[src/rtl/wcpd_pkg.sv]
// Shared types and constants of the WAV chunk parser with stereo downmix.
package wcpd_pkg;

   // Parser position in the file.
   typedef enum logic [3:0] {
      PH_RIFF,
      PH_SIZE,
      PH_WAVE,
      PH_ID,
      PH_LEN,
      PH_FMT,
      PH_SKIP,
      PH_PAD,
      PH_DATA,
      PH_DONE
   } phase_type;

   // Status codes carried in each result word.
   typedef enum logic [2:0] {
      ST_OK        = 3'd0,
      ST_NOT_RIFF  = 3'd1,
      ST_NOT_WAVE  = 3'd2,
      ST_NOT_16BIT = 3'd3,
      ST_NO_DATA   = 3'd4,
      ST_TRUNCATED = 3'd5
   } status_type;

   // Four-character tags, first byte in the top lane.
   localparam logic [31:0] TAG_RIFF = 32'h5249_4646;
   localparam logic [31:0] TAG_WAVE = 32'h5741_5645;
   localparam logic [31:0] TAG_FMT  = 32'h666D_7420;
   localparam logic [31:0] TAG_DATA = 32'h6461_7461;

   // Only 16-bit PCM is played; two channels are averaged.
   localparam logic [15:0] PCM_BITS       = 16'd16;
   localparam logic [15:0] STEREO_CHANNELS = 16'd2;

   // Classified request word as it travels through the queue.
   typedef struct packed {
      logic       is_eof;
      logic [7:0] data;
   } item_type;

   // One result word.
   typedef struct packed {
      logic               has_sample;
      logic signed [15:0] sample;
      logic [31:0]        sample_rate;
      logic [2:0]         status;
      logic               last;
   } result_type;

endpackage

[src/rtl/wcpd_req_if.sv]
// Request channel: one file byte or an end-of-file marker per word.
interface wcpd_req_if;
   logic       valid;
   logic       ready;
   logic       kind;
   logic [7:0] byte_req;

   modport source (output valid, output kind, output byte_req, input ready);
   modport sink (input valid, input kind, input byte_req, output ready);
endinterface

[src/rtl/wcpd_rsp_if.sv]
// Response channel: one sample or status word per handshake.
interface wcpd_rsp_if;
   logic               valid;
   logic               ready;
   logic               has_sample;
   logic signed [15:0] sample;
   logic [31:0]        sample_rate;
   logic [2:0]         status;
   logic               last;

   modport source (output valid, output has_sample, output sample, output sample_rate,
                   output status, output last, input ready);
   modport sink (input valid, input has_sample, input sample, input sample_rate,
                 input status, input last, output ready);
endinterface

[src/rtl/wav_chunk_parser_downmix_core.sv]
// Top level of the WAV chunk parser with stereo downmix.
// The req channel takes one word per file byte (kind low, byte in byte_req)
// and one end-of-file word (kind high) that closes the file and rearms the parser.
// The rsp channel returns at most one word per request word: a 16-bit sample
// (stereo frames averaged, rounded toward zero), the sample rate of the last
// fmt chunk, a status code and a last flag on the final word of each file.
// Header bytes, skipped chunks and left halves of stereo frames produce no word.
// A request word passes a classifying input register, a two-entry queue and
// the parser, whose result lands in an output register.
// Throughput is one request word per cycle while the receiver takes every
// response word; the parser updates its state once per byte.
// Synchronous reset clears the queue, the output register and all parser
// state; the parser then expects the RIFF tag.
// When the receiver stalls, the output register holds its word, the queue
// fills, and req ready drops only once the input register is also occupied.
module wav_chunk_parser_downmix_core
   import wcpd_pkg::*;
(
   input  logic        clock,
   input  logic        reset,
   wcpd_req_if.sink    req_if,
   wcpd_rsp_if.source  rsp_if
);

   logic     push_valid;
   item_type push_item;
   logic     push_ready;
   logic     head_valid;
   item_type head_item;
   logic     pop;

   wcpd_front u_front (
      .clock      (clock),
      .reset      (reset),
      .req_if     (req_if),
      .push_valid (push_valid),
      .push_item  (push_item),
      .push_ready (push_ready)
   );

   wcpd_queue u_queue (
      .clock      (clock),
      .reset      (reset),
      .push_valid (push_valid),
      .push_item  (push_item),
      .push_ready (push_ready),
      .head_valid (head_valid),
      .head_item  (head_item),
      .pop        (pop)
   );

   wcpd_back u_back (
      .clock      (clock),
      .reset      (reset),
      .head_valid (head_valid),
      .head_item  (head_item),
      .pop        (pop),
      .rsp_if     (rsp_if)
   );

endmodule

[src/rtl/wcpd_front.sv]
// Front end: accepts request words, classifies them and hands them to the queue.
module wcpd_front
   import wcpd_pkg::*;
(
   input  logic            clock,
   input  logic            reset,
   wcpd_req_if.sink        req_if,
   output logic            push_valid,
   output item_type        push_item,
   input  logic            push_ready
);

   logic     valid_ff, valid_in;
   item_type item_ff, item_in;
   item_type classified;
   logic     take, leave;

   // A held word leaves when the queue has room; a new word may enter the same cycle.
   assign req_if.ready = !valid_ff || push_ready;
   assign take         = req_if.valid && req_if.ready;
   assign leave        = valid_ff && push_ready;

   // End-of-file words carry no byte.
   always_comb begin
      classified.is_eof = req_if.kind;
      classified.data   = req_if.kind ? 8'd0 : req_if.byte_req;
   end

   always_comb begin
      valid_in = take || (valid_ff && !leave);
      item_in  = take ? classified : item_ff;
   end

   always_ff @(posedge clock) begin
      if (reset) begin
         valid_ff <= 1'b0;
      end else begin
         valid_ff <= valid_in;
      end
      item_ff <= item_in;
   end

   assign push_valid = valid_ff;
   assign push_item  = item_ff;

endmodule

[src/rtl/wcpd_queue.sv]
// Two-entry queue between the classifying front end and the parser.
module wcpd_queue
   import wcpd_pkg::*;
(
   input  logic     clock,
   input  logic     reset,
   input  logic     push_valid,
   input  item_type push_item,
   output logic     push_ready,
   output logic     head_valid,
   output item_type head_item,
   input  logic     pop
);

   item_type   entry_ff [2];
   logic       wr_ptr_ff, wr_ptr_in;
   logic       rd_ptr_ff, rd_ptr_in;
   logic [1:0] count_ff, count_in;
   logic       do_push, do_pop;

   assign push_ready = (count_ff != 2'd2);
   assign head_valid = (count_ff != 2'd0);
   assign head_item  = entry_ff[rd_ptr_ff];
   assign do_push    = push_valid && push_ready;
   assign do_pop     = pop && head_valid;

   // Pointer and fill bookkeeping.
   always_comb begin
      wr_ptr_in = do_push ? ~wr_ptr_ff : wr_ptr_ff;
      rd_ptr_in = do_pop ? ~rd_ptr_ff : rd_ptr_ff;
      count_in  = count_ff;
      if (do_push && !do_pop) begin
         count_in = count_ff + 2'd1;
      end else if (do_pop && !do_push) begin
         count_in = count_ff - 2'd1;
      end
   end

   always_ff @(posedge clock) begin
      if (reset) begin
         wr_ptr_ff <= 1'b0;
         rd_ptr_ff <= 1'b0;
         count_ff  <= 2'd0;
      end else begin
         wr_ptr_ff <= wr_ptr_in;
         rd_ptr_ff <= rd_ptr_in;
         count_ff  <= count_in;
      end
      if (do_push) begin
         entry_ff[wr_ptr_ff] <= push_item;
      end
   end

endmodule

[src/rtl/wcpd_back.sv]
// Back end: RIFF/WAVE parser state machine with downmix and an output register.
module wcpd_back
   import wcpd_pkg::*;
(
   input  logic     clock,
   input  logic     reset,
   input  logic     head_valid,
   input  item_type head_item,
   output logic     pop,
   wcpd_rsp_if.source rsp_if
);

   phase_type   phase_ff, phase_in;
   logic [3:0]  count_ff, count_in;
   logic [31:0] tag_ff, tag_in;
   logic [31:0] len_ff, len_in;
   logic [15:0] chan_ff, chan_in;
   logic [31:0] rate_ff, rate_in;
   logic [15:0] bits_ff, bits_in;
   logic [7:0]  low_ff, low_in;
   logic [15:0] left_ff, left_in;
   logic [1:0]  sp_ff, sp_in;

   logic        out_valid_ff, out_valid_in;
   result_type  out_ff, out_in;

   logic        res_valid;
   result_type  res;
   logic [31:0] tag_next;
   logic [31:0] len_full;
   logic [15:0] raw;
   logic [16:0] sum;
   logic [16:0] sum_adj;
   logic        data_end;
   logic [7:0]  b;

   // The parser steps whenever a word waits and the output slot is free or draining.
   assign pop = head_valid && (!out_valid_ff || rsp_if.ready);
   assign b   = head_item.data;

   // Byte assembly helpers and the rounding-toward-zero average.
   always_comb begin
      tag_next = {tag_ff[23:0], b};
      len_full = {b, len_ff[23:0]};
      raw      = {b, low_ff};
      sum      = {raw[15], raw} + {left_ff[15], left_ff};
      sum_adj  = sum + {16'd0, sum[16]};
      data_end = (len_ff == 32'd1);
   end

   // Next state and result of one parser step.
   always_comb begin
      phase_in = phase_ff;
      count_in = count_ff;
      tag_in   = tag_ff;
      len_in   = len_ff;
      chan_in  = chan_ff;
      rate_in  = rate_ff;
      bits_in  = bits_ff;
      low_in   = low_ff;
      left_in  = left_ff;
      sp_in    = sp_ff;

      res_valid       = 1'b0;
      res.has_sample  = 1'b0;
      res.sample      = 16'sd0;
      res.sample_rate = rate_ff;
      res.status      = ST_OK;
      res.last        = 1'b0;

      if (head_item.is_eof) begin
         // End of file: report where it fell unless the file is already done, then rearm everything.
         res_valid = (phase_ff != PH_DONE);
         res.last  = 1'b1;
         unique case (phase_ff)
            PH_RIFF:          res.status = ST_NOT_RIFF;
            PH_SIZE, PH_WAVE: res.status = ST_NOT_WAVE;
            PH_DATA:          res.status = ST_TRUNCATED;
            default:          res.status = ST_NO_DATA;
         endcase
         phase_in = PH_RIFF;
         count_in = 4'd0;
         tag_in   = 32'd0;
         len_in   = 32'd0;
         chan_in  = 16'd0;
         rate_in  = 32'd0;
         bits_in  = 16'd0;
         low_in   = 8'd0;
         left_in  = 16'd0;
         sp_in    = 2'd0;
      end else begin
         unique case (phase_ff)
            PH_RIFF, PH_WAVE: begin
               tag_in   = tag_next;
               count_in = count_ff + 4'd1;
               if (count_ff == 4'd3) begin
                  count_in = 4'd0;
                  tag_in   = 32'd0;
                  if (phase_ff == PH_RIFF) begin
                     if (tag_next != TAG_RIFF) begin
                        phase_in   = PH_DONE;
                        res_valid  = 1'b1;
                        res.status = ST_NOT_RIFF;
                        res.last   = 1'b1;
                     end else begin
                        phase_in = PH_SIZE;
                     end
                  end else begin
                     if (tag_next != TAG_WAVE) begin
                        phase_in   = PH_DONE;
                        res_valid  = 1'b1;
                        res.status = ST_NOT_WAVE;
                        res.last   = 1'b1;
                     end else begin
                        phase_in = PH_ID;
                     end
                  end
               end
            end
            PH_SIZE: begin
               count_in = count_ff + 4'd1;
               if (count_ff == 4'd3) begin
                  count_in = 4'd0;
                  phase_in = PH_WAVE;
               end
            end
            PH_ID: begin
               tag_in   = tag_next;
               count_in = count_ff + 4'd1;
               if (count_ff == 4'd3) begin
                  count_in = 4'd0;
                  len_in   = 32'd0;
                  phase_in = PH_LEN;
               end
            end
            PH_LEN: begin
               // Little-endian chunk length, one lane per byte.
               case (count_ff[1:0])
                  2'd0:    len_in = {len_ff[31:8], b};
                  2'd1:    len_in = {len_ff[31:16], b, len_ff[7:0]};
                  2'd2:    len_in = {len_ff[31:24], b, len_ff[15:0]};
                  default: len_in = len_full;
               endcase
               count_in = count_ff + 4'd1;
               if (count_ff == 4'd3) begin
                  count_in = 4'd0;
                  if (tag_ff == TAG_FMT) begin
                     phase_in = PH_FMT;
                  end else if (tag_ff == TAG_DATA) begin
                     if (bits_ff != PCM_BITS) begin
                        phase_in   = PH_DONE;
                        res_valid  = 1'b1;
                        res.status = ST_NOT_16BIT;
                        res.last   = 1'b1;
                     end else if (len_full == 32'd0) begin
                        phase_in  = PH_DONE;
                        res_valid = 1'b1;
                        res.last  = 1'b1;
                     end else begin
                        sp_in    = 2'd0;
                        phase_in = PH_DATA;
                     end
                  end else if (len_full == 32'd0) begin
                     phase_in = PH_ID;
                     tag_in   = 32'd0;
                  end else begin
                     sp_in    = {1'b0, len_full[0]};
                     phase_in = PH_SKIP;
                  end
               end
            end
            PH_FMT: begin
               // Pick channel count, rate and bits per sample out of the body.
               case (count_ff)
                  4'd2:    chan_in = {chan_ff[15:8], b};
                  4'd3:    chan_in = {b, chan_ff[7:0]};
                  4'd4:    rate_in = {rate_ff[31:8], b};
                  4'd5:    rate_in = {rate_ff[31:16], b, rate_ff[7:0]};
                  4'd6:    rate_in = {rate_ff[31:24], b, rate_ff[15:0]};
                  4'd7:    rate_in = {b, rate_ff[23:0]};
                  4'd14:   bits_in = {bits_ff[15:8], b};
                  4'd15:   bits_in = {b, bits_ff[7:0]};
                  default: chan_in = chan_ff;
               endcase
               count_in = count_ff + 4'd1;
               if (count_ff == 4'd15) begin
                  if (len_ff > 32'd16) begin
                     sp_in    = {1'b0, len_ff[0]};
                     len_in   = len_ff - 32'd16;
                     phase_in = PH_SKIP;
                  end else begin
                     phase_in = PH_ID;
                     count_in = 4'd0;
                     tag_in   = 32'd0;
                  end
               end
            end
            PH_SKIP: begin
               len_in = len_ff - 32'd1;
               if (len_ff == 32'd1) begin
                  if (sp_ff[0]) begin
                     sp_in    = 2'd0;
                     phase_in = PH_PAD;
                  end else begin
                     phase_in = PH_ID;
                     count_in = 4'd0;
                     tag_in   = 32'd0;
                  end
               end
            end
            PH_PAD: begin
               phase_in = PH_ID;
               count_in = 4'd0;
               tag_in   = 32'd0;
            end
            PH_DATA: begin
               // The length register counts the bytes still to come.
               len_in = len_ff - 32'd1;
               if (!sp_ff[0]) begin
                  low_in = b;
                  sp_in  = sp_ff | 2'b01;
               end else if (chan_ff == STEREO_CHANNELS) begin
                  if (sp_ff[1]) begin
                     res.sample     = sum_adj[16:1];
                     res.has_sample = 1'b1;
                     sp_in          = 2'd0;
                  end else begin
                     left_in = raw;
                     sp_in   = 2'b10;
                  end
               end else begin
                  res.sample     = raw;
                  res.has_sample = 1'b1;
                  sp_in          = 2'd0;
               end
               if (data_end) begin
                  phase_in = PH_DONE;
               end
               res.last  = data_end;
               res_valid = res.has_sample || data_end;
            end
            PH_DONE: begin
               phase_in = PH_DONE;
            end
            default: begin
               phase_in = PH_DONE;
            end
         endcase
      end
   end

   // Output register: refilled as it drains, held while the receiver stalls.
   always_comb begin
      out_in = out_ff;
      if (pop) begin
         out_valid_in = res_valid;
         if (res_valid) begin
            out_in = res;
         end
      end else begin
         out_valid_in = out_valid_ff && !rsp_if.ready;
      end
   end

   always_ff @(posedge clock) begin
      if (reset) begin
         phase_ff     <= PH_RIFF;
         count_ff     <= 4'd0;
         tag_ff       <= 32'd0;
         len_ff       <= 32'd0;
         chan_ff      <= 16'd0;
         rate_ff      <= 32'd0;
         bits_ff      <= 16'd0;
         low_ff       <= 8'd0;
         left_ff      <= 16'd0;
         sp_ff        <= 2'd0;
         out_valid_ff <= 1'b0;
      end else begin
         if (pop) begin
            phase_ff <= phase_in;
            count_ff <= count_in;
            tag_ff   <= tag_in;
            len_ff   <= len_in;
            chan_ff  <= chan_in;
            rate_ff  <= rate_in;
            bits_ff  <= bits_in;
            low_ff   <= low_in;
            left_ff  <= left_in;
            sp_ff    <= sp_in;
         end
         out_valid_ff <= out_valid_in;
      end
      out_ff <= out_in;
   end

   assign rsp_if.valid       = out_valid_ff;
   assign rsp_if.has_sample  = out_ff.has_sample;
   assign rsp_if.sample      = out_ff.sample;
   assign rsp_if.sample_rate = out_ff.sample_rate;
   assign rsp_if.status      = out_ff.status;
   assign rsp_if.last        = out_ff.last;

endmodule

[src/flat_wrapper.sv]
// flat-port wrapper written by rule: the top's interface ports become plain ports
module wav_chunk_parser_downmix_core_flat import wcpd_pkg::*;
  (clock, reset, req_if_valid, req_if_kind, req_if_byte_req, req_if_ready, rsp_if_valid, rsp_if_has_sample, rsp_if_sample, rsp_if_sample_rate, rsp_if_status, rsp_if_last, rsp_if_ready);
  wcpd_req_if req_if_i ();
  wcpd_rsp_if rsp_if_i ();
  input  logic clock;
  input  logic reset;
  input wire logic [$bits(req_if_i.valid)-1:0] req_if_valid;
  input wire logic [$bits(req_if_i.kind)-1:0] req_if_kind;
  input wire logic [$bits(req_if_i.byte_req)-1:0] req_if_byte_req;
  output wire logic [$bits(req_if_i.ready)-1:0] req_if_ready;
  output wire logic [$bits(rsp_if_i.valid)-1:0] rsp_if_valid;
  output wire logic [$bits(rsp_if_i.has_sample)-1:0] rsp_if_has_sample;
  output wire logic [$bits(rsp_if_i.sample)-1:0] rsp_if_sample;
  output wire logic [$bits(rsp_if_i.sample_rate)-1:0] rsp_if_sample_rate;
  output wire logic [$bits(rsp_if_i.status)-1:0] rsp_if_status;
  output wire logic [$bits(rsp_if_i.last)-1:0] rsp_if_last;
  input wire logic [$bits(rsp_if_i.ready)-1:0] rsp_if_ready;
  assign req_if_i.valid = req_if_valid;
  assign req_if_i.kind = req_if_kind;
  assign req_if_i.byte_req = req_if_byte_req;
  assign req_if_ready = req_if_i.ready;
  assign rsp_if_valid = rsp_if_i.valid;
  assign rsp_if_has_sample = rsp_if_i.has_sample;
  assign rsp_if_sample = rsp_if_i.sample;
  assign rsp_if_sample_rate = rsp_if_i.sample_rate;
  assign rsp_if_status = rsp_if_i.status;
  assign rsp_if_last = rsp_if_i.last;
  assign rsp_if_i.ready = rsp_if_ready;
  wav_chunk_parser_downmix_core u_core (.clock(clock), .reset(reset), .req_if(req_if_i), .rsp_if(rsp_if_i));
endmodule
[config.mk]
export PLATFORM = sky130hd
export DESIGN_NAME = wav_chunk_parser_downmix_core_flat
export DESIGN_NICKNAME = d
export VERILOG_FILES = /design/src/rtl/wcpd_pkg.sv /design/src/rtl/wcpd_req_if.sv /design/src/rtl/wcpd_rsp_if.sv /design/src/rtl/wav_chunk_parser_downmix_core.sv /design/src/rtl/wcpd_front.sv /design/src/rtl/wcpd_queue.sv /design/src/rtl/wcpd_back.sv /design/src/flat_wrapper.sv
export SDC_FILE = /design/constraint.sdc
export NUM_CORES = 1
export LEC_CHECK = 0
export ABC_AREA = 1
export BUFFER_PORTS_ARGS = -buffer_cell sky130_fd_sc_hd__buf_2
export CAP_MARGIN = 20
export CORE_MARGIN = 2
export CORE_UTILIZATION = 40
export CTS_BUF_LIST = sky130_fd_sc_hd__clkbuf_4
export CTS_CLUSTER_SIZE = 40
export DETAILED_ROUTE_END_ITERATION = 10
export PLACE_DENSITY = 0.57
export SETUP_SLACK_MARGIN = 0.02
export SYNTH_ARGS = -nofsm -noshare
export SYNTH_HDL_FRONTEND = slang
export SYNTH_SLANG_ARGS = --single-unit
[constraint.sdc]
create_clock -name clock -period 4.8 [get_ports clock]
set_input_delay 0.24 -clock clock [delete_from_list [all_inputs] [get_ports clock]]
set_output_delay 0.24 -clock clock [all_outputs]
set_load 0.05 [all_outputs]
-- Yosys cells after proc, flatten, opt, wreduce, memory -nomap -nowiden
Memories as Yosys holds them, arrays and structs flattened. A register that Yosys moved wholly into a read port is not among the register bits.
Cells that the tools add are included.
- input port bits: 13
- RAM bits: 18
- memories kept: 1
- logic and storage cells: 277
- bits in registers: 230
- memories (memory ; depth ; bits a word ; rd ports ; clocked after Yosys merged registers in ; write ports ; line ; text):
    u_core.u_queue.entry_ff ; 2 ; 9 ; 1 ; 1 ; 1 ; wcpd_queue.sv:15 ; item_type entry_ff [2];
- add/subtract/negate cells: 7
- reductions and logical operators: 63
- eq/ne operators: 61
- multiplexer cells: 110
- magnitude comparators: 1
- bitwise logic cells: 3
- operators with widths (cell ; count):
    $mux W32 ; 16
    $pmux W32 S4 ; 2
    $pmux W32 S6 ; 1
    $mux W16 ; 9
    $pmux W32 S3 ; 1
    $mux W4 ; 22
    $mux W17 ; 5
    $eq A32 B31 Y1 const B ; 2
    $ne A32 B31 Y1 const B ; 2
    $pmux W16 S2 ; 2
    $ne A3 B2 Y1 const B ; 18
    $reduce_and A8 Y1 ; 5
    $mux W2 ; 18
    $eq A32 B1 Y1 const B ; 1
    $eq A4 B3 Y1 const B ; 8
    $gt A32 B5 Y1 const B ; 1
    $logic_not A32 Y1 ; 1
    $pmux W4 S8 ; 1
    $sub A32 B1 Y32 const B ; 1
    $sub A32 B5 Y32 const B ; 1
    $reduce_bool A2 Y1 ; 14
    $mux W8 ; 3
    $reduce_and A6 Y1 ; 4
    $mux W3 ; 7
    39 further kinds ; 100

-- Longest topological paths before layout
- word-level depth: 11
- depth in mapped cells: 28
- mapped depth without buffers: 27

-- Cells and area by module
Synthesis repeated with hierarchy kept, for this count alone.
- cells, all modules: 2014
- area, all modules: 14041.0 um^2
- by module, submodules not included (module ; sequential area each (um^2) ; area an instance (um^2) ; times used ; cells an instance):
    wcpd_back ; 4854.7 ; 12746.0 ; 1 ; 1917
    wcpd_queue ; 640.6 ; 905.9 ; 1 ; 65
    wcpd_front ; 290.3 ; 389.1 ; 1 ; 32

-- Least setup slack after synthesis
No wires, ideal clock.
- kind: flip-flop to flip-flop
- start: register (tool-made name)
- end: register u_core.u_back.out_ff (netlist bit u_core.u_back.rsp_if.sample[13]) (data pin)
- library setup time: 0.270 ns
- data arrival time: 3.146 ns
- cell stages (with the launch flop): 26
- path slack: 1.384 ns
- buffers on the path: 1
- cells stage by stage: dfxtp_1 -> buf_4 -> o21ai_1 -> inv_1 -> ha_1 -> nand2_1 -> nor2_1 -> and2_1 -> nand2_1 -> nand2_1 -> nand2_1 -> nand2_1 -> nand2_1 -> inv_1 -> ha_1 -> inv_1 -> nor2_1 -> nand3_1 -> nor2_1 -> nand3_1 -> nor2_1 -> nand2_1 -> nor2_1 -> nand2_1 -> nand3_1 -> a21oi_1
- RTL lines (what ; line ; text):
    end signal, assigned ; wcpd_back.sv:293 ; out_ff <= out_in;
    end, declared ; wcpd_back.sv:25 ; result_type out_ff, out_in;

==> run_results.csv <==
group,metric,value,unit
outcome,status,"finished clean",
worst_hold_path,hp-class,"primary input to flip-flop",
sta,worstMarginPinSlew,1069,ps
placed_design,hpwl,32180,µm
logic_synthesis,synth_area,13650,µm²
die,core,33530,µm²
clocking,clk_path_buf_depth,3,
grt,grt_pass1_vias,12538,
die,rows,67,
sta,finalCriticalPeriod,4063,ps
layout,fin_area,15540,µm²
sta,drv_slew,0,
worst_setup_path,reg2reg_slack,740,ps
grt,grt_first_pass_wirelength,68800,µm
die,ioPinCount,68,
clocking,clock-root-buffer,"clkbuf_4",
logic_synthesis,synthFlopType,"dfxtp_1",
grt,grt_antenna_before_repair,1,
die,dieArea,35620,µm²
sta,tns,0,ps
sta,setup_violations,0,
routing,wl_per_cell,17.56,µm
routing,via_count,13261,
routing,wl,44320,µm
layout,final_common_cell,"nand2_1",
flow_run,max-cap-violations,0,
worst_setup_path,worstPathArrival,4520,ps
clocking,clkSlewWorstSetupHoldPaths,70,ps
worst_setup_path,crit_path_end_kind,"flip-flop",
logic_synthesis,synth.yosys.warnings,0,
clocking,cts_sinks,249,
logic_synthesis,syn_nets,1948,
grt,overflow,0,
logic_synthesis,synth-edff-count,80,
logic_synthesis,synthCells,1907,
sta,finalHoldViolations,0,
clocking,cts_buffers,70,
logic_synthesis,ys_seq_elements,249,
logic_synthesis,async_flop_share,0,%
worst_setup_path,crit_path_start_kind,"flip-flop",
sta,max_slew_margin,28.70,%
routing,route.detailed.drc,0,
placed_design,place_area,14400,µm²
logic_synthesis,avgSynthCellArea,7.157,µm²
placed_design,gp_congestion,0.9164,
clocking,clk_latency,770,ps
layout,nets,2062,
pwr,p_leak,6.607,nW
routing,drtIter0Drc,1170,
worst_setup_path,cpPeakStageDelay,530,ps
worst_setup_path,worst_ep_required_time,5260,ps
layout,drive_above_1_share,12.72,%
layout,syn_to_final_growth,13.84,%
worst_setup_path,slowest_stage,"o21ai_1",
sta,worst_slack,737.2,ps
worst_setup_path,cp_cell_sequence,"inv_2 > o21ai_1 > ha_1 > nand2_1 > nand2_1 > nand2_1 > nand2_1 > a21oi_1 > nand3_1 > nand2_1 > nand2_1 > inv_1 > ha_1 > inv_1 > nor2_1 > nand3_1 > nor2_1 > nand3_1 > nor2_1 > nand2_1 > nor2_1 > nand2_1 > nand3_1 > a21oi_1",
placed_design,io_buffer_count,67,
layout,most-common-layout-cells,"nand2_1 (398), nor2_1 (257), inv_1 (231), a21oi_1 (197), dfxtp_1 (169)",
clocking,postCtsSetupBuffers,0,
placed_design,place_ws,772.8,ps
pwr,power.density,638.3,nW/µm²
sta,finalCritPeriodShare,84.64,%
sta,skew,54.46,ps
clocking,cts_tree,"yes",
routing,vias_per_cell,5.254,
logic_synthesis,yosysSeqAreaShare,42.39,%
die,initial_core_util,40.71,%
grt,grt_start_max_net_pins,92,
worst_setup_path,crit_type,"flip-flop to flip-flop",
routing,ant_nets,0,
logic_synthesis,synth.distinct_cells,55,
worst_setup_path,cp_max_fo,12,
routing,drt_first_pass_iters,6,
die,dieWidth,188.7,µm
grt,grt_use_total,24.91,%
worst_setup_path,crit_path_frequent_cell,"nand2_1",
pwr,peakVddDrop,0.2602,mV
die,fp.dieH,188.7,µm
sta,fmax,0.2461,GHz
sta,grt_setup_unrepaired,"false",
clocking,h-tree-depth,3,
## cells in the mapped netlist, types with 7 or more instances
cell	instances	area share (%)
a211oi_1	11	0.61
a21oi_1	197	7.2
a22oi_1	9	0.49
buf_2	20	0.73
clkbuf_1	30	0.83
dfxtp_1	169	25
edfxtp_1	80	18
ha_1	27	2.5
inv_1	233	6.4
inv_2	13	0.36
nand2_1	398	11
nand3_1	153	5.6
nand3b_1	7	0.39
nand4_1	34	1.6
nor2_1	257	7.1
nor2_2	8	0.37
nor3_1	30	1.1
o21ai_0	103	3.8
o21ai_1	13	0.48
o311ai_0	8	0.51
## worst paths after layout
kind | start | depth (start not counted) | endpoint
setup / recovery | flip-flop | 24 | u_core.u_back.rsp_if.sample[13]$_SDFFCE_PP0P_
hold / removal | reset | 3 | u_core.u_back.left_ff[6]$_SDFFE_PP0P_
setup reg to reg | flip-flop | 24 | u_core.u_back.rsp_if.sample[13]$_SDFFCE_PP0P_
hold reg to reg | u_core.u_back.rate_ff[14]$_SDFFE_PP0P_ | 0 | u_core.u_back.rsp_if.sample_rate[14]$_DFFE_PP_
## cell type report
type	instances	area, µm²
diodes	1	2.502
well taps	448	560.5
repair buffers	99	620.6
inverters	248	930.9
clock buffers	114	855.8
clock inverters	12	107.6
multi-input cells	1353	6675
flip-flops and latches	249	5786
fillers	3510	17990
## routing by layer
layer | vias up | track usage (%) | routed length [µm]
li1 | 6613 | - | -
met1 | 6092 | 32.56 | 19510
met2 | 450 | 39.64 | 20080
met3 | 106 | 4.861 | 2977
met4 | 0 | 11.78 | 1752
met5 | - | 0 | 0
## kinds of logic (layout without fill, tap and decap cells)
family,Yosys count,after routing,share of synthesized area (%)
xor+xnor,8,8,0.5684
fa+ha+maj,28,28,2.622
other cells,0,1,0
simple gates,931,931,30.03
flops,249,249,42.39
buf+inv,305,473,8.708
compound gates,386,386,15.68
## metrics by stage
step | std cells | util (%) | hold WS (ps) | power, W
after global routing | 2524 | 46.34 | 335.7 | 0.01060
after floorplan | 1907 | - | 338.9 | 0.006362
after detailed placement | 2379 | 42.93 | 417.6 | 0.007778
after global placement | 2379 | 42.93 | 416.0 | 0.007754
final | 2524 | 46.34 | 346.4 | 0.009919
after CTS | 2522 | 46.31 | 276.8 | 0.009938
## repair_timing
action                                 4_1_cts  5_1_grt
hold buffers                                17        0
endpoints found under the hold margin       21        0
gates resized for setup                      0        0
## sequential cells by signal, summed over array words and instances (netlist names), 9 cells and up, named ones only
register	flops
u_core.u_back.left_ff	16
u_core.u_back.rsp_if.sample	16
u_core.u_back.rsp_if.sample_rate	32
u_core.u_queue.entry_ff	18
u_core.u_back.chan_ff	16
u_core.u_front.push_item	9
u_core.u_back.rate_ff	32
u_core.u_back.tag_ff	32
u_core.u_back.len_ff	32
u_core.u_back.bits_ff	16
## where the power goes
group          total [W]  internal, W  switching, W  leakage (nW)
Clock            0.00210      0.00118      0.000925         0.575
Sequential       0.00293      0.00268      0.000243          2.14
Combinational    0.00489      0.00118       0.00371          3.89
Total            0.00992      0.00504       0.00488          6.61
## worst max-delay path: cells and delay by family (launching register included)
| family | cells | cell delay (ps) |
|---|---|---|
| flip-flops | 1 | 490 |
| AO/OA/AOI/OAI | 3 | 750 |
| buffers and inverters | 3 | 290 |
| AND/OR/NAND/NOR | 16 | 1760 |
| adder cells (fa/ha/maj) | 2 | 520 |
Power figures use the tool's default switching activity.
